<file path="src/largest_empty_square_finder_top_defines.svh">
// Assertion macros for the largest empty square finder.
// Used by largest_empty_square_finder_top; expects signals clk and rst_n in scope.
`ifndef LARGEST_EMPTY_SQUARE_FINDER_TOP_DEFINES_SVH
`define LARGEST_EMPTY_SQUARE_FINDER_TOP_DEFINES_SVH

// Same-cycle implication, checked outside reset.
`define LESF_ASSERT_IMP(label, ante, cons) \
    label: assert property (@(posedge clk) disable iff (!rst_n) (ante) |-> (cons)) \
        else $error("lesf assertion failed");

// Next-cycle implication, checked outside reset.
`define LESF_ASSERT_NXT(label, ante, cons) \
    label: assert property (@(posedge clk) disable iff (!rst_n) (ante) |=> (cons)) \
        else $error("lesf assertion failed");

`endif

</file>
<file path="src/lesf_pkg.sv">
// Shared types and constants of the largest empty square finder.
// No dependencies; used by every module of the block but the line buffer.
`default_nettype none

package lesf_pkg;

    localparam int MAX_COLUMNS_DEF = 1024;
    localparam int MAX_ROWS_DEF    = 65536;

    localparam int CFG_W  = 11;
    localparam int SIZE_W = 11;
    localparam int ROW_W  = 16;
    localparam int COL_W  = 10;

    localparam logic [SIZE_W-1:0] SIZE_SAT = '1;

    typedef struct packed {
        logic is_obstacle;
        logic end_of_map;
    } cell_t;

    typedef struct packed {
        logic [SIZE_W-1:0] best_size;
        logic [ROW_W-1:0]  best_row;
        logic [COL_W-1:0]  best_column;
    } result_t;

    // Control flags of the cell that waits in the compute stage.
    typedef struct packed {
        logic is_obstacle;
        logic end_of_map;
        logic row_wrap;
        logic up_valid;
        logic fwd;
    } stage_ctl_t;

endpackage

`default_nettype wire

</file>
<file path="src/lesf_scan_ctrl.sv">
// Scan position tracking: column and row counters, line buffer fill count,
// read address and the stage register of the cell being computed. Uses lesf_pkg.
`default_nettype none

module lesf_scan_ctrl #(
    parameter int MAX_COLUMNS = lesf_pkg::MAX_COLUMNS_DEF,
    parameter int MAX_ROWS    = lesf_pkg::MAX_ROWS_DEF,
    parameter int CW          = $clog2(MAX_COLUMNS)
) (
    input  wire logic                          clk,
    input  wire logic                          rst_n,
    input  wire logic [lesf_pkg::CFG_W-1:0]    map_columns,
    input  wire logic                          accept,
    input  wire lesf_pkg::cell_t               in_cell,
    input  wire logic                          advance,
    output logic                               rd_en,
    output logic [CW-1:0]                      rd_addr,
    output logic                               s1_valid,
    output lesf_pkg::stage_ctl_t               s1_ctl,
    output logic [CW-1:0]                      s1_col,
    output logic [lesf_pkg::ROW_W-1:0]         s1_row
);

    localparam int FW = CW + 1;
    localparam int ROW_LIMIT_INT = (MAX_ROWS - 1 > 65535) ? 65535 : MAX_ROWS - 1;
    localparam logic [lesf_pkg::ROW_W-1:0] ROW_LIMIT = lesf_pkg::ROW_W'(ROW_LIMIT_INT);

    logic [CW-1:0]              col_reg, col_next;
    logic [lesf_pkg::ROW_W-1:0] row_reg, row_next;
    logic [FW-1:0]              fill_reg, fill_next;
    logic                       s1_valid_reg, s1_valid_next;
    lesf_pkg::stage_ctl_t       s1_ctl_reg, s1_ctl_next;
    logic [CW-1:0]              s1_col_reg;
    logic [lesf_pkg::ROW_W-1:0] s1_row_reg;

    logic [FW-1:0] eff_cols;
    logic [FW-1:0] col_inc;
    logic          wrap;

    always_comb
    begin
        if (map_columns == '0)
        begin
            eff_cols = FW'(1);
        end
        else if (32'(map_columns) > 32'(MAX_COLUMNS))
        begin
            eff_cols = FW'(MAX_COLUMNS);
        end
        else
        begin
            eff_cols = FW'(map_columns);
        end
    end

    assign col_inc = {1'b0, col_reg} + FW'(1);
    assign wrap    = (col_inc >= eff_cols);

    always_comb
    begin
        col_next      = col_reg;
        row_next      = row_reg;
        fill_next     = fill_reg;
        s1_valid_next = s1_valid_reg;
        s1_ctl_next   = s1_ctl_reg;

        if (advance)
        begin
            s1_valid_next = 1'b0;
        end

        if (accept)
        begin
            s1_valid_next           = 1'b1;
            s1_ctl_next.is_obstacle = in_cell.is_obstacle;
            s1_ctl_next.end_of_map  = in_cell.end_of_map;
            s1_ctl_next.row_wrap    = wrap;
            // Entries at or beyond the fill count were not written in this map.
            s1_ctl_next.up_valid    = ({1'b0, col_reg} < fill_reg);
            // The previous cell writes the same entry while this one reads it.
            s1_ctl_next.fwd         = s1_valid_reg && (s1_col_reg == col_reg)
                                      && !s1_ctl_reg.end_of_map;

            if (in_cell.end_of_map)
            begin
                col_next  = '0;
                row_next  = '0;
                fill_next = '0;
            end
            else
            begin
                if (wrap)
                begin
                    col_next = '0;
                    if (row_reg < ROW_LIMIT)
                    begin
                        row_next = row_reg + 1'b1;
                    end
                end
                else
                begin
                    col_next = col_inc[CW-1:0];
                end
                if (col_inc > fill_reg)
                begin
                    fill_next = col_inc;
                end
            end
        end
    end

    always_ff @(posedge clk or negedge rst_n)
    begin
        if (!rst_n)
        begin
            col_reg      <= '0;
            row_reg      <= '0;
            fill_reg     <= '0;
            s1_valid_reg <= 1'b0;
            s1_ctl_reg   <= '0;
        end
        else
        begin
            col_reg      <= col_next;
            row_reg      <= row_next;
            fill_reg     <= fill_next;
            s1_valid_reg <= s1_valid_next;
            s1_ctl_reg   <= s1_ctl_next;
        end
    end

    always_ff @(posedge clk)
    begin
        if (accept)
        begin
            s1_col_reg <= col_reg;
            s1_row_reg <= row_reg;
        end
    end

    assign rd_en    = accept;
    assign rd_addr  = col_reg;
    assign s1_valid = s1_valid_reg;
    assign s1_ctl   = s1_ctl_reg;
    assign s1_col   = s1_col_reg;
    assign s1_row   = s1_row_reg;

endmodule

`default_nettype wire

</file>
<file path="config.mk">
export PLATFORM = sky130hd
export DESIGN_NAME = lesf_scan_ctrl
export DESIGN_NICKNAME = d
export VERILOG_FILES = /design/src/largest_empty_square_finder_top_defines.svh /design/src/lesf_pkg.sv /design/src/lesf_scan_ctrl.sv
export SDC_FILE = /design/constraint.sdc
export NUM_CORES = 1
export LEC_CHECK = 0
export BUFFER_PORTS_ARGS = -buffer_cell sky130_fd_sc_hd__buf_4
export CORE_UTILIZATION = 50
export CTS_BUF_LIST = sky130_fd_sc_hd__clkbuf_8
export CTS_CLUSTER_SIZE = 24
export DETAILED_ROUTE_END_ITERATION = 12
export GPL_TIMING_DRIVEN = 1
export PLACE_DENSITY = 0.68
export SYNTH_ARGS = -nofsm -noshare
export SYNTH_HDL_FRONTEND = slang
export SYNTH_SLANG_ARGS = --single-unit
</file>
<file path="constraint.sdc">
create_clock -name clk -period 3.7 [get_ports clk]
set_input_delay 0.185 -clock clk [delete_from_list [all_inputs] [get_ports clk]]
set_output_delay 0.185 -clock clk [all_outputs]
set_load 0.005 [all_outputs]
</file>
==> out/results.txt <==
share of cells above drive strength 1 = 19.2%
Via density = 5.91
router iterations before antenna repair = 4
Max Cap Viol = 0
Synth top area share = 27.4%
io pins = 60
slowest stage delay, CP = 380 ps
Post-synth ARST share = 62.3%
synthesized flop and latch total = 69
DPL Wire Length = 6650 um
setup_tns = 0 ps
Die Height = 90.7 um
port bufs = 59
Root Driver = clkbuf_8
leading area contributor after synthesis = dfrtp_1
clock net sink count = 69
H-Tree Depth = 3
crit path cell chain = ha_1 -> nand3_1 -> nor2_1 -> nand3_1 -> xnor2_1 -> ha_1 -> a21oi_1 -> o21ai_0 -> a31oi_1 -> and2_1 -> buf_4 -> or3_1 -> o311ai_1
initial core utilization = 53.1%
Critical Path AT = 3700 ps
CP Launch Type = flip-flop
RSZ-0062 raised after global routing = no
max-slew violations = 0
std cell rows = 31
Routed WL = 9420 um
yosys warns = 0
worst min path class = input port to flip-flop
initial antenna violation count = 0
# DRC = 0
post-route minimum period = 3450 ps
combinational share of power = 19.9%
vias in the first global route = 3112
core area = 7410 sq um
die footprint = 8220 sq um
Post-synth top cells = dfrtp_1 (43), nand2_1 (40), ha_1 (34)
Place WS = 340 ps
first-pass GRT wire length = 15800 um
final count of negative-setup-slack endpoints = 0
Total Nets Final = 493
register area share after synthesis = 47.2%
Wirelength per Cell = 17.2 um
Pleak = 2.17 nW
crit path kind = flip-flop to flip-flop
Final ANT Viol Nets = 0
Syn-to-layout area delta = 19.3%
clock buffer depth = 2
gr ovfl total = 0
VDD IR-drop max = 0.218 mV
Iter 0 DRT Violations = 200
worst slew pin tran = 824 ps
Power Internal = 0.00134 W
Post-Syn Area = 3930 sq um
Critical Path RT = 3950 ps
Clk pin slew, worst setup/hold paths = 80 ps
top post-synthesis cells by area = dfrtp_1 (27%), edfxtp_1 (20%), ha_1 (11%), nand2_1 (3.8%), nand3_1 (2.8%)
antenna diode count = 0
Setup crit end kind = flip-flop
Tcrit/Tclk final = 93.2%
distinct cell type count of the synthesized netlist = 52
CTS tree = built
clock group share of total power = 32.6%
Final WS setup = 252 ps
PwrDens = 398 nW/um^2
Cells after Synth = 379
top-count cell post-synth = dfrtp_1
status = completed
Sw Ratio = 28.3%
post-synth net total = 430
via count = 3227
Mean Syn Cell Area = 10.4 sq um
Fmax = 290 MHz
Post-CTS Setup Repair Bufs = 0
CP max stage cell = and2_1
die width = 90.7 um
CTS buffer count = 9
Net Sw Power = 0.000527 W
clk_lat worst skew = 350 ps
GR Util All Layers = 24.8%
RD Place Congestion = 0.858
Crit Path Max Fanout = 14
Slew headroom = 45.0%
sequential power share = 47.6%
largest net degree at the start of global routing = 44
Hold Fails Final Rpt = 0
Final Skew = 8.61 ps
number of synthesized flops with an enable pin = 26
Primary FF master, synth = dfrtp_1
-- power groups by stage --
| stage | clock (W) | combinational (W) | sequential [W] |
|---|---|---|---|
| after floorplan | 0 | 0.000225 | 0.000901 |
| after global routing | 0.000647 | 0.000424 | 0.000895 |
| final | 0.000607 | 0.000371 | 0.000887 |
| after global placement | 0 | 0.000363 | 0.000901 |
| after CTS | 0.000616 | 0.000371 | 0.000887 |
| after detailed placement | 0 | 0.000369 | 0.000902 |
-- layout by cell type, fill, tap and decap left out, types with 5 or more instances in the layout --
cell type / n
or3_1: 6
nand4_1: 13
dfrtp_1: 43
nor3_1: 6
edfxtp_1: 26
xnor2_1: 10
buf_4: 68
inv_1: 19
a21oi_1: 17
xor2_1: 7
nand2_1: 40
nand3_1: 22
o2bb2ai_1: 7
o311ai_1: 5
nor2_1: 17
and3_1: 6
ha_1: 34
nor2b_1: 5
clkbuf_8: 10
a22o_1: 11
o21ai_0: 8
-- logic make-up after synthesis --
kind of cell	count (synthesis)	synth area share (%)
compound gates	85	15.9
xor+xnor	17	3.79
fa+ha+maj	34	10.8
buf+inv	36	3.82
flops	69	47.2
mux	4	1.08
simple gates	134	17.3
-- final cells by class --
cell class | instances | area (sq um)
clock buffer | 10 | 138
clock inverter | 6 | 55.1
fill | 629 | 2720
inverter | 19 | 71.3
multi-input combinational | 274 | 1920
sequential | 69 | 1860
tap | 99 | 124
timing repair buffer | 69 | 520
-- worst paths after layout --
kind | start | end | slack, ps | cells past startpoint
max in group asynchronous | rst_n | s1_ctl[3] | 2930 | 2
min in group asynchronous | rst_n | fill_reg[10] | 370 | 2
min | advance | s1_valid | 20 | 2
max reg2reg | rd_addr[0] | row_reg[9] | 250 | 13
max | rd_addr[0] | row_reg[9] | 250 | 13
min reg2reg | s1_ctl[0] | s1_ctl[0] | 490 | 1
-- per-stage QoR --
step                      power (W)  hold slack (ps)  std cells  cell area [sq um]  utilization, %
after floorplan             0.00113             -111        379               3930               -
after global placement      0.00126              230        529               4490            60.6
after detailed placement    0.00127              225        529               4490            60.6
after CTS                   0.00187             20.3        546               4690            63.3
after global routing        0.00197             10.9        546               4690            63.3
final                       0.00187             21.5        546               4690            63.3
-- worst max-delay path, delay by kind of cell, from the launching register on --
| family | cells | cell delay (ps) |
|---|---|---|
| XOR/XNOR | 1 | 180 |
| AO/OA/AOI/OAI | 4 | 680 |
| buffers and inverters | 1 | 250 |
| flip-flops | 1 | 350 |
| adder cells (fa/ha/maj) | 2 | 550 |
| AND/OR/NAND/NOR | 5 | 1330 |
-- routing by layer --
metal | share of wire, % | global-route usage [%] | wire length, um | vias to the layer above
met5 | 0 | 0 | 0 | -
met4 | 1.0 | 8.06 | 96 | 0
met3 | 6.3 | 6.14 | 592 | 9
met2 | 46 | 37.2 | 4290 | 117
met1 | 47 | 35.1 | 4440 | 1543
li1 | - | - | - | 1558
-- what timing repair did --
item / in CTS / in global routing
endpoints found under the setup margin: 0 / 0
hold buffers: 1 / 0
resized for setup: 0 / 0
hold endpoints to repair: 43 / 0
Note: power is estimated with default switching activity, not from simulation.
