`config.mk`:
```
export PLATFORM = sky130hd
export DESIGN_NAME = lesf_size_unit
export DESIGN_NICKNAME = d
export VERILOG_FILES = /design/src/largest_empty_square_finder_top_defines.svh /design/src/lesf_pkg.sv /design/src/lesf_size_unit.sv
export SDC_FILE = /design/constraint.sdc
export NUM_CORES = 1
export LEC_CHECK = 0
export BUFFER_PORTS_ARGS = -buffer_cell sky130_fd_sc_hd__buf_2
export CORE_MARGIN = 2
export CORE_UTILIZATION = 50
export DETAILED_ROUTE_END_ITERATION = 8
export PLACE_DENSITY_LB_ADDON = 0.3
export SLEW_MARGIN = 20
export SYNTH_ARGS = -nofsm -noshare
export SYNTH_HDL_FRONTEND = slang
export SYNTH_SLANG_ARGS = --single-unit
export TNS_END_PERCENT = 10
```
`constraint.sdc`:
```
create_clock -name clk -period 8.8 [get_ports clk]
set_input_delay 0.44 -clock clk [delete_from_list [all_inputs] [get_ports clk]]
set_output_delay 0.44 -clock clk [all_outputs]
set_load 0.03 [all_outputs]
```
`src/largest_empty_square_finder_top_defines.svh`:
```
// Assertion macros for the largest empty square finder.
// Used by largest_empty_square_finder_top; expects signals clk and rst_n in scope.
`ifndef LARGEST_EMPTY_SQUARE_FINDER_TOP_DEFINES_SVH
`define LARGEST_EMPTY_SQUARE_FINDER_TOP_DEFINES_SVH

// Same-cycle implication, checked outside reset.
`define LESF_ASSERT_IMP(label, ante, cons) \
    label: assert property (@(posedge clk) disable iff (!rst_n) (ante) |-> (cons)) \
        else $error("lesf assertion failed");

// Next-cycle implication, checked outside reset.
`define LESF_ASSERT_NXT(label, ante, cons) \
    label: assert property (@(posedge clk) disable iff (!rst_n) (ante) |=> (cons)) \
        else $error("lesf assertion failed");

`endif

```
`src/lesf_pkg.sv`:
```
// Shared types and constants of the largest empty square finder.
// No dependencies; used by every module of the block but the line buffer.
`default_nettype none

package lesf_pkg;

    localparam int MAX_COLUMNS_DEF = 1024;
    localparam int MAX_ROWS_DEF    = 65536;

    localparam int CFG_W  = 11;
    localparam int SIZE_W = 11;
    localparam int ROW_W  = 16;
    localparam int COL_W  = 10;

    localparam logic [SIZE_W-1:0] SIZE_SAT = '1;

    typedef struct packed {
        logic is_obstacle;
        logic end_of_map;
    } cell_t;

    typedef struct packed {
        logic [SIZE_W-1:0] best_size;
        logic [ROW_W-1:0]  best_row;
        logic [COL_W-1:0]  best_column;
    } result_t;

    // Control flags of the cell that waits in the compute stage.
    typedef struct packed {
        logic is_obstacle;
        logic end_of_map;
        logic row_wrap;
        logic up_valid;
        logic fwd;
    } stage_ctl_t;

endpackage

`default_nettype wire

```
`src/lesf_size_unit.sv`:
```
// Square size computation and largest-square tracking for the cell in the
// compute stage; produces the line buffer write-back. Uses lesf_pkg.
`default_nettype none

module lesf_size_unit #(
    parameter int CW = 10
) (
    input  wire logic                        clk,
    input  wire logic                        rst_n,
    input  wire logic                        advance,
    input  wire lesf_pkg::stage_ctl_t        s1_ctl,
    input  wire logic [CW-1:0]               s1_col,
    input  wire logic [lesf_pkg::ROW_W-1:0]  s1_row,
    input  wire logic [lesf_pkg::SIZE_W-1:0] rd_data,
    output logic                             wr_en,
    output logic [CW-1:0]                    wr_addr,
    output logic [lesf_pkg::SIZE_W-1:0]      wr_data,
    output lesf_pkg::result_t                result
);

    logic [lesf_pkg::SIZE_W-1:0] left_reg, left_next;
    logic [lesf_pkg::SIZE_W-1:0] diag_reg, diag_next;
    logic [lesf_pkg::SIZE_W-1:0] lg_size_reg, lg_size_next;
    logic [lesf_pkg::ROW_W-1:0]  lg_row_reg, lg_row_next;
    logic [CW-1:0]               lg_col_reg, lg_col_next;
    logic [lesf_pkg::SIZE_W-1:0] last_size_reg;

    logic [lesf_pkg::SIZE_W-1:0] up;
    logic [lesf_pkg::SIZE_W-1:0] min_lu;
    logic [lesf_pkg::SIZE_W-1:0] min_all;
    logic [lesf_pkg::SIZE_W-1:0] size;
    logic [lesf_pkg::SIZE_W-1:0] upd_size;
    logic [lesf_pkg::ROW_W-1:0]  upd_row;
    logic [CW-1:0]               upd_col;
    logic                        restart;

    always_comb
    begin
        if (!s1_ctl.up_valid)
        begin
            up = '0;
        end
        else if (s1_ctl.fwd)
        begin
            up = last_size_reg;
        end
        else
        begin
            up = rd_data;
        end
    end

    assign min_lu  = (left_reg < up) ? left_reg : up;
    assign min_all = (min_lu < diag_reg) ? min_lu : diag_reg;

    always_comb
    begin
        if (s1_ctl.is_obstacle)
        begin
            size = '0;
        end
        else if (min_all == lesf_pkg::SIZE_SAT)
        begin
            size = lesf_pkg::SIZE_SAT;
        end
        else
        begin
            size = min_all + 1'b1;
        end
    end

    // Only a strictly larger square replaces the kept one.
    always_comb
    begin
        if (size > lg_size_reg)
        begin
            upd_size = size;
            upd_row  = s1_row;
            upd_col  = s1_col;
        end
        else
        begin
            upd_size = lg_size_reg;
            upd_row  = lg_row_reg;
            upd_col  = lg_col_reg;
        end
    end

    assign restart = s1_ctl.end_of_map || s1_ctl.row_wrap;

    always_comb
    begin
        left_next    = left_reg;
        diag_next    = diag_reg;
        lg_size_next = lg_size_reg;
        lg_row_next  = lg_row_reg;
        lg_col_next  = lg_col_reg;
        if (advance)
        begin
            left_next = restart ? '0 : size;
            diag_next = restart ? '0 : up;
            if (s1_ctl.end_of_map)
            begin
                lg_size_next = '0;
                lg_row_next  = '0;
                lg_col_next  = '0;
            end
            else
            begin
                lg_size_next = upd_size;
                lg_row_next  = upd_row;
                lg_col_next  = upd_col;
            end
        end
    end

    always_ff @(posedge clk or negedge rst_n)
    begin
        if (!rst_n)
        begin
            left_reg    <= '0;
            diag_reg    <= '0;
            lg_size_reg <= '0;
            lg_row_reg  <= '0;
            lg_col_reg  <= '0;
        end
        else
        begin
            left_reg    <= left_next;
            diag_reg    <= diag_next;
            lg_size_reg <= lg_size_next;
            lg_row_reg  <= lg_row_next;
            lg_col_reg  <= lg_col_next;
        end
    end

    always_ff @(posedge clk)
    begin
        if (advance)
        begin
            last_size_reg <= size;
        end
    end

    assign wr_en   = advance;
    assign wr_addr = s1_col;
    assign wr_data = size;

    assign result.best_size   = upd_size;
    assign result.best_row    = upd_row;
    assign result.best_column = lesf_pkg::COL_W'(upd_col);

endmodule

`default_nettype wire
```
==> summary.md <==
| Metric | Value |
|---|---|
| Die width | `approximately 100 µm` |
| Synthesized Nets | `581` |
| Mux cell area share after synthesis | `9.728%` |
| Starting density of the core | `50.57%` |
| Root Driver | `clkbuf_8` |
| R2R depth | `35` |
| I/O Pins | `104` |
| Global Route met3 Usage | `5.627%` |
| Simple-Gate Fraction of Synth Area | `a little over an eighth` |
| Core outline area | `9639 µm²` |
| Netlist area before placement | `4875 µm²` |
| Number of max-cap violations | `0` |
| Post-synthesis compound-gate area fraction | `roughly 22%` |
| Met1 GRT Util | `a little under two fifths` |
| Seq/Total Area, Yosys | `37.06%` |
| Final Critical Period | `between 8 and 9 ns` |
| Pin count of the biggest net entering global routing | `60` |
| Final Skew | `0.01438 ns` |
| Layout Nets | `697` |
| DRT antenna net count | `0` |
| Distinct cells, synth | `between 60 and 70` |
| Largest family of logic cells by synthesized area | `compound AO/OA/AOI/OAI gates` |
| Crit Path Class | `reg -> out` |
| Layout cells sized above 1 | `38.24%` |
| Gr ovfl total | `0` |
| DR vias/cell | `approximately 5.9` |
| Total GRT Usage | `a little over a quarter` |
| N_diodes | `0` |
| Avg Cell Area, Syn | `9.672 µm²` |
| Initial antenna violation count | `0` |
| Max H-tree Level | `3` |
| Ys flop type | `dfrtp_1` |
| Outcome | `finished clean` |
| WL/cell | `19.16 µm` |
| Xor/xnor cell area share of the yosys netlist | `roughly 2.7%` |
| Worst-case clock buffer depth | `2` |
| Max FFs per register | `16` |
| Crit. End Element | `output pin` |
| Num CTS Buffers | `9` |
| Vert. Die Dim | `102.7 µm` |
| Commonest non-fill, non-tap cell in the layout | `buf_2` |
| Post-DP HPWL | `approximately 11000 µm` |
| Final Hold Fails | `0` |
| Synth Register Bits | `70` |
| Gpl congestion | `~0.98` |
| Syn Inst Count | `504` |
| First-pass GRT wire length | `22050 µm` |
| Ys Warns | `0` |
| Most Crowded Layer GR | `met2` |
| DR pass1 iterations | `6` |
| Slew HR | `about half` |
| Asr flop ratio synth | `between 80% and 90%` |
| Clock Sinks | `70` |
| Met2 Use GR | `42.28%` |
| PortBufs | `between 100 and 150` |
| DR DRC count | `0` |
| Fin. max-slew vios | `0` |
| CP required | `about 8.4 ns` |
| Commonest non-fill, non-tap cells in the layout | `buf_2, dfrtp_1, nand2_1` |
| Arrival time at the worst endpoint | `8.04 ns` |
| Startpoint types | `register` |
| Hold crit path type | `in -> async` |
| Fin crit share | `96.34%` |
| Final setup vio count | `0` |
| CP max-delay cell | `or3_1` |
| DR iter-0 viols | `202` |
| Area grow syn2layout | `24.82%` |
| Die area | `10560 µm²` |
| Worst Tran Pin Value | `0.7626 ns` |
| Max Fanout on Critical Path | `8` |
| Worst-path clk slew | `0.09 ns` |
| Vias in the first global route | `4377` |
| Clk_lat worst skew | `0.36 ns` |
| Rows | `36` |
| EDFF count, synth | `11` |
| Crit path largest cell delay | `0.41 ns` |
| Post-CTS Hold Buffers | `0` |
| CTS tree | `done` |
| Fill count | `865` |
| Max Fclk | `118.0 MHz` |
| Routed via count | `4507` |
| Routed Wire Length | `14520 µm` |
| Post-Synth Adder-Cell Area | `between 8 and 9%` |
| Hold_ws | `~0.21 ns` |
synthesized netlist by cell type (3+ instances only):
| library cell | n | area share, % |
|---|---|---|
| dfrtp_1 | 59 | 30 |
| nand2_1 | 55 | 4.2 |
| a22o_1 | 39 | 7.0 |
| mux2_2 | 34 | 7.9 |
| ha_1 | 32 | 8.2 |
| inv_1 | 29 | 2.2 |
| o21ai_0 | 24 | 2.5 |
| nor2_1 | 22 | 1.7 |
| nand3_1 | 16 | 1.6 |
| clkbuf_1 | 14 | 1.1 |
| o22ai_1 | 12 | 1.5 |
| xnor2_1 | 12 | 2.2 |
| and3_1 | 11 | 1.4 |
| buf_4 | 11 | 1.7 |
| edfxtp_1 | 11 | 6.8 |
| a21o_1 | 10 | 1.5 |
| a31oi_1 | 10 | 1.3 |
| o2bb2ai_1 | 10 | 1.8 |
| a21oi_1 | 8 | 0.82 |
| buf_2 | 7 | 0.72 |
| nor3_1 | 6 | 0.62 |
| nor2b_1 | 5 | 0.64 |
| o21ai_1 | 5 | 0.51 |
| or3_1 | 5 | 0.64 |
| and4_1 | 3 | 0.54 |
| buf_6 | 3 | 0.69 |
| mux2_1 | 3 | 0.69 |
| o21a_1 | 3 | 0.46 |
| xor2_1 | 3 | 0.54 |
worst max-delay path: cells and delay by family (launching register included):
| kind | cells | cell delay [ns] |
|---|---|---|
| adder cells (fa/ha/maj) | 4 | 1.00 |
| multiplexers | 2 | 0.61 |
| flip-flops | 1 | 0.39 |
| AO/OA/AOI/OAI | 12 | 3.03 |
| buffers and inverters | 4 | 0.62 |
| AND/OR/NAND/NOR | 10 | 1.99 |
logic make-up (layout without fill, tap and decap cells):
logic type,count (synthesis),in the layout
xor gates and xnor gates,15,15
and+or+nand+nor,137,139
AOI/OAI and AO/OA,144,144
adders and majority gates,32,32
muxes,41,41
DFF,70,70
buffers and inverters,65,184
final cells by class:
class	count	area [µm²]	area share, %
Inverter	29	108.9	1.789
Timing Repair Buffer	139	860.8	14.15
Clock buffer	10	137.6	2.262
Multi-Input combinational cell	371	2952	48.51
Tap cell	133	166.4	2.735
Sequential cell	70	1807	29.69
Clock inverter	6	52.55	0.8637
worst paths after layout:
check                                  start             end  slack [ns]
max                        last_size_reg[10]       result[1]        0.32
min                                    rst_n  lg_size_reg[1]        0.21
max reg2reg                last_size_reg[10]  lg_size_reg[5]        0.89
min reg2reg                    lg_col_reg[8]   lg_col_reg[8]        0.51
max in group asynchronous              rst_n    diag_reg[10]        8.06
min in group clk                   s1_row[4]   lg_row_reg[4]        0.43
per-stage QoR:
| step | instances | TNS [ns] | util, % | cell area (µm²) | worst slack, ns |
|---|---|---|---|---|---|
| finish | 758 | 0 | 63.12 | 6085 | 0.3221 |
| global route | 758 | -0.06410 | 63.12 | 6085 | -0.01763 |
| floorplan | 504 | 0 | - | 4936 | 0.05438 |
| CTS | 746 | 0 | 60.48 | 5829 | 0.09654 |
| detailed placement | 729 | -5.332 | 58.27 | 5617 | -0.1698 |
| global placement | 729 | -0.6789 | 58.27 | 5617 | -0.03357 |
metal layers:
layer / vias to the layer above / part of all wire [%]
li1: 2088 / -
met1: 2138 / 43
met2: 242 / 46
met3: 39 / 8.8
met4: 0 / 3.0
met5: - / 0
what timing repair did:
action                                 in CTS  in global routing
pin swaps                                   1                 12
buffers inserted                            0                  8
gates resized for setup                     3                 38
cloned                                      1                  4
setup endpoints to repair                  36                 37
endpoints found under the hold margin       0                  0
Power is not shown: default switching activity piles up to over one toggle a cycle in this logic, so the estimate is an artifact.
